## src/rtl/ipv6e_pkg.sv

```systemverilog
// ----------------------------------------------------------------------------
// ipv6e_pkg
// Types and constants shared by the ipv6 text expander modules.
// ----------------------------------------------------------------------------
package ipv6e_pkg;

	localparam int GROUPS = 8;
	localparam int DIGITS_PER_GROUP = 4;
	localparam int GROUP_W = $clog2(GROUPS);
	localparam int DIGIT_W = $clog2(DIGITS_PER_GROUP);
	// two banks of digit storage, one per buffered address
	localparam int STORE_AW = 1 + GROUP_W + DIGIT_W;
	localparam int STORE_DEPTH = 2 * GROUPS * DIGITS_PER_GROUP;

	localparam logic [3:0] GROUPS_N = 4'd8;
	localparam logic [2:0] DIGITS_N = 3'd4;
	localparam logic [2:0] LAST_DIGIT = 3'd3;
	localparam logic [2:0] COLON_POS = 3'd4;
	localparam logic [2:0] LAST_SLOT = 3'd7;

	localparam logic [7:0] CHAR_ZERO = 8'h30;
	localparam logic [7:0] CHAR_COLON = 8'h3A;

	typedef struct packed {
		logic [7:0] in_char;
		logic in_last;
	} in_t;

	typedef struct packed {
		logic [7:0] out_char;
		logic out_last;
	} out_t;

	// one parsed address waiting to be expanded
	typedef struct packed {
		logic [GROUPS-1:0][2:0] glen;
		logic [3:0] gcount;
		logic gap_seen;
		logic [3:0] gap_pos;
		logic bank;
	} job_t;

	typedef struct packed {
		logic en;
		logic [STORE_AW-1:0] addr;
		logic [7:0] data;
	} wr_t;

endpackage

```

## src/rtl/ipv6e_front.sv

```systemverilog
// ----------------------------------------------------------------------------
// ipv6e_front
// Parses compressed text: collects group lengths and the double colon, writes
// digits into the store and hands a job to the queue on the last character.
// ----------------------------------------------------------------------------
module ipv6e_front (
	input  logic clk,
	input  logic arst_n,
	input  ipv6e_pkg::in_t item,
	input  logic valid,
	output logic stall,
	input  logic full,
	output logic push,
	output ipv6e_pkg::job_t job,
	output ipv6e_pkg::wr_t wr
);
	import ipv6e_pkg::*;

	logic [GROUPS-1:0][2:0] glen_q, glen_a, glen_b;
	logic [3:0] gcount_q, gcount_a, gcount_b;
	logic [3:0] gap_pos_q, gap_pos_a;
	logic gap_seen_q, gap_seen_a;
	logic prev_colon_q, prev_colon_a;
	logic [2:0] cur_q, cur_a;
	logic bank_q;
	logic accept;

	assign stall = full;
	assign accept = valid && !full;

	always_comb begin
		glen_a = glen_q;
		gcount_a = gcount_q;
		gap_pos_a = gap_pos_q;
		gap_seen_a = gap_seen_q;
		prev_colon_a = prev_colon_q;
		cur_a = cur_q;
		wr.en = 1'b0;
		wr.addr = {bank_q, gcount_q[GROUP_W-1:0], cur_q[DIGIT_W-1:0]};
		wr.data = item.in_char;
		if (item.in_char == CHAR_COLON) begin
			if (prev_colon_q) begin
				if (!gap_seen_q) begin
					gap_seen_a = 1'b1;
					gap_pos_a = gcount_q;
				end
			end else begin
				if (cur_q != 3'd0 && gcount_q < GROUPS_N) begin
					glen_a[gcount_q[GROUP_W-1:0]] = cur_q;
					gcount_a = gcount_q + 4'd1;
				end
				cur_a = 3'd0;
			end
			prev_colon_a = 1'b1;
		end else begin
			if (cur_q < DIGITS_N) begin
				wr.en = accept && (gcount_q < GROUPS_N);
				cur_a = cur_q + 3'd1;
			end
			prev_colon_a = 1'b0;
		end

		// closing the open group at the end of the address
		glen_b = glen_a;
		gcount_b = gcount_a;
		if (cur_a != 3'd0 && gcount_a < GROUPS_N) begin
			glen_b[gcount_a[GROUP_W-1:0]] = cur_a;
			gcount_b = gcount_a + 4'd1;
		end

		job.glen = glen_b;
		job.gcount = gcount_b;
		job.gap_seen = gap_seen_a;
		job.gap_pos = gap_pos_a;
		job.bank = bank_q;
		push = accept && item.in_last;
	end

	always_ff @(posedge clk or negedge arst_n) begin
		if (!arst_n) begin
			glen_q <= '0;
			gcount_q <= '0;
			gap_pos_q <= '0;
			gap_seen_q <= 1'b0;
			prev_colon_q <= 1'b0;
			cur_q <= '0;
			bank_q <= 1'b0;
		end else if (accept) begin
			if (item.in_last) begin
				glen_q <= '0;
				gcount_q <= '0;
				gap_pos_q <= '0;
				gap_seen_q <= 1'b0;
				prev_colon_q <= 1'b0;
				cur_q <= '0;
				bank_q <= !bank_q;
			end else begin
				glen_q <= glen_a;
				gcount_q <= gcount_a;
				gap_pos_q <= gap_pos_a;
				gap_seen_q <= gap_seen_a;
				prev_colon_q <= prev_colon_a;
				cur_q <= cur_a;
			end
		end
	end

endmodule

```

## src/rtl/ipv6e_queue.sv

```systemverilog
// ----------------------------------------------------------------------------
// ipv6e_queue
// Two-entry job queue between the parser and the expander.
// ----------------------------------------------------------------------------
module ipv6e_queue (
	input  logic clk,
	input  logic arst_n,
	input  logic push,
	input  ipv6e_pkg::job_t push_job,
	input  logic pop,
	output logic full,
	output logic ready,
	output ipv6e_pkg::job_t head
);
	import ipv6e_pkg::*;

	job_t entry_q [2];
	logic wr_ptr_q, rd_ptr_q;
	logic [1:0] count_q;

	assign full = count_q == 2'd2;
	assign ready = count_q != 2'd0;
	assign head = entry_q[rd_ptr_q];

	always_ff @(posedge clk) begin
		if (push) begin
			entry_q[wr_ptr_q] <= push_job;
		end
	end

	always_ff @(posedge clk or negedge arst_n) begin
		if (!arst_n) begin
			wr_ptr_q <= 1'b0;
			rd_ptr_q <= 1'b0;
			count_q <= 2'd0;
		end else begin
			if (push) begin
				wr_ptr_q <= !wr_ptr_q;
			end
			if (pop) begin
				rd_ptr_q <= !rd_ptr_q;
			end
			if (push && !pop) begin
				count_q <= count_q + 2'd1;
			end else if (pop && !push) begin
				count_q <= count_q - 2'd1;
			end
		end
	end

endmodule

```

## src/rtl/ipv6e_back.sv

```systemverilog
// ----------------------------------------------------------------------------
// ipv6e_back
// Expands the head job into 39 characters: a slot/digit sequencer, the digit
// store read, and the output register.
// ----------------------------------------------------------------------------
module ipv6e_back (
	input  logic clk,
	input  logic arst_n,
	input  ipv6e_pkg::wr_t wr,
	input  logic ready,
	input  ipv6e_pkg::job_t job,
	output logic pop,
	output ipv6e_pkg::out_t item,
	output logic valid,
	input  logic stall
);
	import ipv6e_pkg::*;

	logic [7:0] store [STORE_DEPTH];

	logic [2:0] slot_q, pos_q;
	logic valid_s1, use_mem_s1, colon_s1, last_s1;
	logic [7:0] rdata_s1;
	logic out_valid_q;
	out_t out_q;

	logic out_free, s1_free, issue;
	logic [3:0] missing, slot4;
	logic [4:0] gap_end;
	logic src_ok;
	logic [3:0] src;
	logic [2:0] len;
	logic [3:0] lsum;
	logic hit, colon_step, last_step;
	logic [STORE_AW-1:0] raddr;

	assign out_free = !out_valid_q || !stall;
	assign s1_free = !valid_s1 || out_free;
	assign issue = ready && s1_free;

	always_comb begin
		missing = GROUPS_N - job.gcount;
		slot4 = {1'b0, slot_q};
		gap_end = {1'b0, job.gap_pos} + {1'b0, missing};
		src_ok = 1'b0;
		src = slot4;
		if (job.gap_seen) begin
			if (slot4 < job.gap_pos) begin
				src_ok = 1'b1;
			end else if ({1'b0, slot4} >= gap_end) begin
				src_ok = 1'b1;
				src = slot4 - missing;
			end
		end else begin
			src_ok = slot4 < job.gcount;
		end
		len = job.glen[src[GROUP_W-1:0]];
		// digit index within the stored group is pos - (4 - len)
		lsum = {1'b0, pos_q} + {1'b0, len};
		hit = src_ok && (lsum >= {1'b0, DIGITS_N});
		raddr = {job.bank, src[GROUP_W-1:0], lsum[DIGIT_W-1:0]};
		colon_step = pos_q == COLON_POS;
		last_step = (pos_q == LAST_DIGIT) && (slot_q == LAST_SLOT);
		pop = issue && last_step;
	end

	always_ff @(posedge clk) begin
		if (wr.en) begin
			store[wr.addr] <= wr.data;
		end
		if (issue) begin
			rdata_s1 <= store[raddr];
			use_mem_s1 <= hit && !colon_step;
			colon_s1 <= colon_step;
			last_s1 <= last_step;
		end
		if (valid_s1 && out_free) begin
			out_q.out_char <= use_mem_s1 ? rdata_s1 : (colon_s1 ? CHAR_COLON : CHAR_ZERO);
			out_q.out_last <= last_s1;
		end
	end

	always_ff @(posedge clk or negedge arst_n) begin
		if (!arst_n) begin
			slot_q <= '0;
			pos_q <= '0;
			valid_s1 <= 1'b0;
			out_valid_q <= 1'b0;
		end else begin
			if (issue) begin
				valid_s1 <= 1'b1;
				if (last_step) begin
					slot_q <= '0;
					pos_q <= '0;
				end else if (colon_step) begin
					slot_q <= slot_q + 3'd1;
					pos_q <= '0;
				end else begin
					pos_q <= pos_q + 3'd1;
				end
			end else if (out_free) begin
				valid_s1 <= 1'b0;
			end
			if (valid_s1 && out_free) begin
				out_valid_q <= 1'b1;
			end else if (!stall) begin
				out_valid_q <= 1'b0;
			end
		end
	end

	assign item = out_q;
	assign valid = out_valid_q;

endmodule

```

## src/rtl/ipv6_text_expander_top.sv

```systemverilog
// ----------------------------------------------------------------------------
// ipv6_text_expander_top
// Expands compressed ipv6 address text into the full 39-character form.
// ----------------------------------------------------------------------------
// usage:
//   src channel: one character per item (src_item.in_char), in_last set on the
//   final character of an address. taken at an edge with src_valid high and
//   src_stall low. one item per cycle while the job queue has room.
//   dst channel: 39 items per address, eight four-digit groups joined by
//   colons, out_last set on the 39th. held stable while dst_stall is high.
//   output: after the edge that takes the last input character, the job passes
//   through the job queue, the digit store read and the output register; the burst
//   then runs one character per cycle unless dst_stall holds it.
//   the expander reads each character through the single read port of the digit
//   store; the parser takes one character a cycle while the job queue has room.
//   two parsed addresses can wait in the job queue; with both banks of the
//   digit store in use, src_stall rises until a burst has been issued.
//   reset: arst_n clears parser state, the job queue and the output stage;
//   the digit store needs no clearing.
// ----------------------------------------------------------------------------
module ipv6_text_expander_top (
	input  logic clk,
	input  logic arst_n,
	input  ipv6e_pkg::in_t src_item,
	input  logic src_valid,
	output logic src_stall,
	output ipv6e_pkg::out_t dst_item,
	output logic dst_valid,
	input  logic dst_stall
);
	import ipv6e_pkg::*;

	logic q_full, q_ready, q_push, q_pop;
	job_t push_job, head_job;
	wr_t store_wr;

	ipv6e_front u_front (
		.clk(clk),
		.arst_n(arst_n),
		.item(src_item),
		.valid(src_valid),
		.stall(src_stall),
		.full(q_full),
		.push(q_push),
		.job(push_job),
		.wr(store_wr)
	);

	ipv6e_queue u_queue (
		.clk(clk),
		.arst_n(arst_n),
		.push(q_push),
		.push_job(push_job),
		.pop(q_pop),
		.full(q_full),
		.ready(q_ready),
		.head(head_job)
	);

	ipv6e_back u_back (
		.clk(clk),
		.arst_n(arst_n),
		.wr(store_wr),
		.ready(q_ready),
		.job(head_job),
		.pop(q_pop),
		.item(dst_item),
		.valid(dst_valid),
		.stall(dst_stall)
	);

endmodule

```

## config.mk

```make
export PLATFORM = sky130hd
export DESIGN_NAME = ipv6_text_expander_top
export DESIGN_NICKNAME = d
export VERILOG_FILES = /design/src/rtl/ipv6e_pkg.sv /design/src/rtl/ipv6e_front.sv /design/src/rtl/ipv6e_queue.sv /design/src/rtl/ipv6e_back.sv /design/src/rtl/ipv6_text_expander_top.sv
export SDC_FILE = /design/constraint.sdc
export NUM_CORES = 1
export LEC_CHECK = 0
export BUFFER_PORTS_ARGS = -buffer_cell sky130_fd_sc_hd__clkbuf_2
export CAP_MARGIN = 40
export CELL_PAD_IN_SITES_DETAIL_PLACEMENT = 1
export CELL_PAD_IN_SITES_GLOBAL_PLACEMENT = 1
export CORE_MARGIN = 4
export CORE_UTILIZATION = 40
export DETAILED_ROUTE_END_ITERATION = 8
export PLACE_DENSITY_LB_ADDON = 0.1
export SLEW_MARGIN = 20
export SYNTH_ARGS = -nofsm -noshare
export SYNTH_HDL_FRONTEND = slang
export SYNTH_SLANG_ARGS = --single-unit
```

## constraint.sdc

```tcl
create_clock -name clk -period 6.4 [get_ports clk]
set_input_delay 0.64 -clock clk [delete_from_list [all_inputs] [get_ports clk]]
set_output_delay 0.64 -clock clk [all_outputs]
set_load 0.05 [all_outputs]
```

* Word level (Yosys, flattened, before mapping)
Memories as Yosys holds them, arrays and structs flattened. A register that Yosys moved wholly into a read port is not among the register bits.
Cells that the tools add are included.
** Operators by class
- Order comparisons :: 12
- Shifts and indexed selects :: 0
- Multiplexer cells :: 55
- Eq/ne operators :: 6
- Reductions and logical operators :: 35
- Divide/modulo/power cells :: 0
- Bitwise logic cells :: 0
- Multiply operators :: 0
- Add/sub/neg operators :: 11
** Operator list (number)
- 24-bit 2-to-1 mux :: 5
- 24-bit bitwise mux :: 2
- 3-bit 2-to-1 mux :: 14
- 4-bit 2-to-1 mux :: 10
- 3-bit demux with 3-bit select :: 2
- 1-bit 2-to-1 mux :: 18
- 1-bit logical AND :: 15
- 3-bit by 4-bit less-than comparator with 1-bit output, second input constant :: 3
- 1-bit logical NOT :: 10
- 3-bit by 1-bit adder with 3-bit output, second input constant :: 3
- 3-bit binary-select mux with 3-bit select :: 1
- 4-bit by 1-bit adder with 4-bit output, second input constant :: 2
- 8-bit by 6-bit == test with 1-bit output, second input constant :: 1
- 3-bit by 4-bit less-than comparator with 1-bit output :: 2
- 4-bit less-than comparator, second input constant :: 2
- 8-bit 2-to-1 mux :: 1
- 2-bit nonzero test :: 4
- 3-bit == test, second input constant :: 2
- 3-bit by 1-bit greater-or-equal comparator with 1-bit output, second input constant :: 2
- 3-bit nonzero test :: 2
- 4-bit by 4-bit adder with 5-bit output :: 1
- 3-bit by 5-bit greater-or-equal comparator with 1-bit output :: 1
- 3-bit by 3-bit adder with 4-bit output :: 1
- 4-bit by 3-bit greater-or-equal comparator with 1-bit output, second input constant :: 1
- 11 further kinds :: 14
** Storage, ports and cells
- Output and inout bits :: 11
- Register bits after elaboration :: 62
- Bits of input ports :: 13
- Memory bits (read-only) :: 0
- Bits in latches :: 0
- Memories :: 2
- Logic and storage cells :: 147
- RAM bits :: 580
** Memory list
- u_back.store :: words 64, bits a word 8, rd ports 1, clocked after memory_dff 1, wr ports 1, RTL line ipv6e_back.sv:19 : logic [7:0] store [STORE_DEPTH];
- u_queue.entry_q :: words 2, bits a word 34, rd ports 1, clocked after memory_dff 0, wr ports 1, RTL line ipv6e_queue.sv:17 : job_t entry_q [2];

* Logic depth before layout (Yosys ltp)
An unclocked memory read counts as a cell.
- Depth in word-level cells :: 13
- Depth in mapped cells :: 27
- Mapped depth without buffers :: 21

* By module
Synthesis repeated with hierarchy kept, for this count alone.
** Unflattened totals
- Cell total of the unflattened synthesis :: 1459
- Area total of the unflattened synthesis :: 27163.6 um^2
** By module, submodules not included
- ipv6e_back :: area each 21623.2 um^2, instances 1, cells an instance 1037, sequential area each 16175.5 um^2
- ipv6e_queue :: area each 2793.9 um^2, instances 1, cells an instance 122, sequential area each 2142.1 um^2
- ipv6e_front :: area each 2746.4 um^2, instances 1, cells an instance 300, sequential area each 950.9 um^2

* Worst setup path before layout
Ideal clock, no wire load.
- Kind :: flip-flop to flip-flop
- Start point :: register u_queue.rd_ptr_q
- End point :: register u_back.rdata_s1[0] (read register of u_back.store), data pin
- Buffers on the path :: 7
- Library setup time :: 0.268 ns
- Data required time :: 6.132 ns
- Arrival time :: 6.457 ns
- Slack :: -0.325 ns
- Period minus slack after synthesis :: 6.725 ns
- Stages on the path, launching flop included :: 28
- Cells stage by stage :: dfrtp_1 -> buf_4 -> buf_1 -> mux2i_1 -> inv_1 -> ha_1 -> fa_1 -> xnor2_1 -> ha_1 -> a21oi_1 -> a2111o_1 -> o21ai_2 -> nand2_1 -> buf_4 -> buf_2 -> nand3_1 -> a21oi_1 -> o22ai_1 -> ha_1 -> inv_1 -> fa_1 -> clkbuf_1 -> clkbuf_1 -> clkbuf_1 -> mux4_2 -> mux2_2 -> o211ai_1 -> nand4_1
** Between the ends
- Word-level cells in the longest chain between the ends :: 10
- Elaborated cells on any way between the ends :: 12
- Those cells by class :: add/sub (4); order compare (2); mux (5); memory (1)
** RTL lines
- start: declaration :: RTL line ipv6e_queue.sv:18 : logic wr_ptr_q, rd_ptr_q;
- start signal: assignment :: RTL line ipv6e_queue.sv:41 : rd_ptr_q <= !rd_ptr_q;
- memory 2 x 34 bit (*)
- 4-bit subtractor :: RTL line ipv6e_back.sv:42 : missing = GROUPS_N - job.gcount;
- 4-bit by 4-bit adder with 5-bit output :: RTL line ipv6e_back.sv:44 : gap_end = {1'b0, job.gap_pos} + {1'b0, missing};
- 3-bit by 5-bit greater-or-equal comparator with 1-bit output :: RTL line ipv6e_back.sv:50 : end else if ({1'b0, slot4} >= gap_end) begin
- 3-bit 2-to-1 mux :: RTL line ipv6e_back.sv:50
- 3-bit 2-to-1 mux :: RTL line ipv6e_back.sv:48 : if (slot4 < job.gap_pos) begin
- 3-bit 2-to-1 mux :: RTL line ipv6e_back.sv:47 : if (job.gap_seen) begin
- 3-bit binary-select mux with 3-bit select :: RTL line ipv6e_back.sv:57 : len = job.glen[src[GROUP_W-1:0]];
- 3-bit 2-to-1 mux (implied by the code) :: RTL line ipv6e_back.sv:57
- 3-bit by 3-bit adder with 4-bit output :: RTL line ipv6e_back.sv:59 : lsum = {1'b0, pos_q} + {1'b0, len};
- end: declaration :: RTL line ipv6e_back.sv:23 : logic [7:0] rdata_s1;
Every way passes the cells marked *; elsewhere a longest branch is shown, timed or not. The select of a mux whose other input is x is not followed.
A chain may end at the register's enable or synchronous reset.

* Final worst setup path
- Start point :: register u_queue.rd_ptr_q
- End point :: register u_back.rdata_s1[5] (read register of u_back.store), data pin
The elaborated chain is that of the path after synthesis.

==> results.yml <==
timing:
  clock_skew_ps: 32.50
  hold_viol: 0
  finalSetupTns_ps: 0
  fmax_ghz: 0.1567
  hold_ws_ps: 159.5
  drv_slew: 0
  setup_viol: 0
  worst_pin_slew_ps: 827.8
  period_needed_ps: 6381
  relSlewSlack_pct: 44.68
  fin_crit_sh_pct: 99.70
  rsz0062_at_grt: "true"
floorplan:
  die_x_um: 267.9
  io_pins: 24
  num_rows: 95
  die_area_um2: 71770
  die-height_um: 267.9
  initial_core_util_pct: 40.30
  core_um2: 67040
clock_network:
  cts_max_path_buffers: 3
  holdBufCountCts: 0
  cts_tree: "yes"
  htreeDepth: 3
  clock_latency_ps: 620
  path_clk_slew_ps: 60
  cts_num_sinks: 650
  cts_made_buffers: 72
  clock-root-buffer: "clkbuf_16"
power:
  finalPower_w: 0.01968
  cellPowerDensity_nw_per_um2: 605.2
  leakagePower_nw: 11.25
  irDropWorstVdd_mv: 0.3737
placement:
  dp_hpwl_um: 46630
  portBuffers: 23
  routabilityCongestion: 0.7698
worst_setup_path:
  startpoint_type: "register"
  endpoint_kind: "register"
  reg2reg_from: "u_queue.rd_ptr_q$_DFFE_PN0P_"
  crit_chain: "mux2i_4 -> ha_4 -> fa_2 -> xnor2_2 -> ha_1 -> a21oi_2 -> a2111oi_4 -> buf_4 -> a21oi_4 -> nor2_4 -> buf_6 -> mux2_2 -> o221ai_2 -> o22ai_2 -> ha_4 -> inv_2 -> fa_4 -> buf_12 -> buf_12 -> mux4_2 -> mux2_4 -> o211ai_1 -> buf_4 -> nand4_1"
  crit_fanout: 6
  cp_top_family: "adder cells"
  cpPeakStageDelay_ps: 660
  r2r_slack_ps: 20
  crit_required_ps: 6740
  critPathArrivalTime_ps: 6720
  r2r_cells: 24
  path_class: "register to register"
  cp.buffers_inverters: 6
  cp_slowest_cell: "fa_4"
  regToRegEndpoint: "u_back.rdata_s1[5]$_DFFE_PP_"
drt:
  wirelength_um: 74350
  first_iter_violations: 1249
  wl_per_cell_um: 27.80
  viasPerCell: 5.641
  firstDrtPassIters: 5
  num_vias: 15080
  route.antenna.remaining_nets: 0
  drc: 0
synth:
  syn_area_per_cell_um2: 17.71
  synth-main-ff-cell: "edfxtp_1"
  ys_warn_count: 0
  synth_seq_area_share_pct: 71.32
  ys_ff_latch: 650
  synth_edf_count: 600
  async_reset_ff_share_pct: 7.692
  synthCells: 1526
  yosysUniqueCellTypes: 63
  syn-num-nets: 1568
  syn_area_um2: 27020
cells_and_area:
  antenna_cells: 0
  final_cell_mix: "edfxtp_1 (600), buf_4 (161), mux4_2 (133)"
  final_common_cell: "edfxtp_1"
  fin_util_pct: 48.50
  syn_to_final_growth_pct: 20.34
  final_layout_size_suffix_gt1_share_pct: 30.82
  fin_nets: 1785
global_routing:
  grt_pass1_vias: 15790
  track_usage_pct: 20.63
  grt_max_degree: 66
  grt_overflow: 0
  grt_pass1_wl_um: 108400
  grt_antenna_before_repair: 2
run_status:
  status: "finished, final reports clean"
min_path:
  hp-class: "primary input to asynchronous set/reset pin"
flow_run:
  maxCapViolations: 0
## logic make-up after synthesis
kind of cell | after synthesis | share of synthesized area, %
flip-flops | 650 | 71.32
AND/OR/NAND/NOR | 297 | 5.284
AO/OA/AOI/OAI | 212 | 5.474
multiplexers | 212 | 14.29
buffers and inverters | 110 | 1.695
adder cells (fa/ha/maj) | 29 | 1.426
XOR/XNOR | 16 | 0.5186
## where the power goes
| part | internal, W | switching, W | total, W |
|---|---|---|---|
| Sequential | 0.00496 | 0.000205 | 0.00516 |
| Clock | 0.00250 | 0.00172 | 0.00421 |
| Combinational | 0.00556 | 0.00474 | 0.0103 |
## per-layer routing
layer,GRT usage [%],vias up,wire [um]
li1,-,6578,-
met1,30.32,8085,34000
met2,32.89,328,35390
met3,2.793,93,3401
met4,5.411,0,1553
met5,0,-,0
## synth_stat cells (4+ instances only)
cell      instances  area share, %
a21oi_1          38           0.70
xnor2_1          11           0.36
buf_2            12           0.22
mux2_2           43            1.8
mux4_2          133             11
and2_1            8           0.19
a211o_1          32            1.0
a22oi_1          25           0.69
o21ai_0          41           0.76
o22ai_1           7           0.16
nand3_1          27           0.50
nor3_1            4          0.074
or3_1             6           0.14
buf_1            11           0.15
a22o_1            7           0.23
mux2i_1          34            1.3
nor2_1          117            1.6
clkbuf_1         53           0.74
inv_1            27           0.38
nand4_1           9           0.21
nand3b_1          4           0.11
nand2b_1          9           0.21
buf_4             6           0.17
dfrtp_1          50            4.6
ha_1             26            1.2
edfxtp_1        600             67
o211ai_1         33           0.92
xor2_1            5           0.16
nand2_1          65           0.90
and3_1           35           0.81
## worst max-delay path by stage
| stage | start | to | slack [ps] | cells after the start |
|---|---|---|---|---|
| final | u_queue.rd_ptr_q$_DFFE_PN0P_ | u_back.rdata_s1[5]$_DFFE_PP_ | 20 | 24 |
| after global routing | u_queue.rd_ptr_q$_DFFE_PN0P_ | u_back.rdata_s1[5]$_DFFE_PP_ | -220 | 24 |
| after global placement | u_queue.rd_ptr_q$_DFFE_PN0P_ | u_back.rdata_s1[5]$_DFFE_PP_ | -260 | 23 |
| after CTS | u_queue.rd_ptr_q$_DFFE_PN0P_ | u_back.rdata_s1[5]$_DFFE_PP_ | 4 | 22 |
| after floorplan | u_queue.rd_ptr_q$_DFFE_PN0P_ | u_back.rdata_s1[0]$_DFFE_PP_ | 70 | 27 |
| after detailed placement | u_queue.rd_ptr_q$_DFFE_PN0P_ | u_back.rdata_s1[5]$_DFFE_PP_ | -330 | 23 |
## metrics by stage
stage,std cells,setup slack (ps),instance area [um2]
after floorplan,1526,73.02,27040
after global placement,2435,-257.5,28790
after detailed placement,2459,-333.0,28990
after CTS,2617,3.653,31770
after global routing,2674,-221.5,32510
final,2674,19.35,32510
## worst reg2reg max path, delay by kind of cell, from the launching register on
kind / cells / cell delay [ps]
buf+inv: 6 / 880
mux: 4 / 1290
xor+xnor: 1 / 140
flops: 1 / 470
simple gates: 2 / 340
compound gates: 6 / 1170
fa+ha+maj: 5 / 1810
## cell type report
cell class                 instances  area, um2
tap                              873       1092
clock inverter                    45      465.4
inverter                          27      101.3
clock buffer                      87       1942
timing repair buffer             226       2085
fill                            6327      34530
sequential                       650      19270
multi-input combinational        766       7559
## registers in the layout (all words and copies together), names as in the netlist, 4 cells and up
name,count
u_back.store,512
u_queue.entry_q,68
u_front.glen_q,24
u_back.item,9
u_back.rdata_s1,8
u_front.gap_pos_q,4
u_front.gcount_q,4
## what timing repair did
item / CTS / global route
resized for setup: 19 / 50
gates cloned: 3 / 4
pin swaps: 9 / 41
buffers inserted: 23 / 26
endpoints found under the setup margin: 8 / 8
Power figures use the tool's default switching activity.
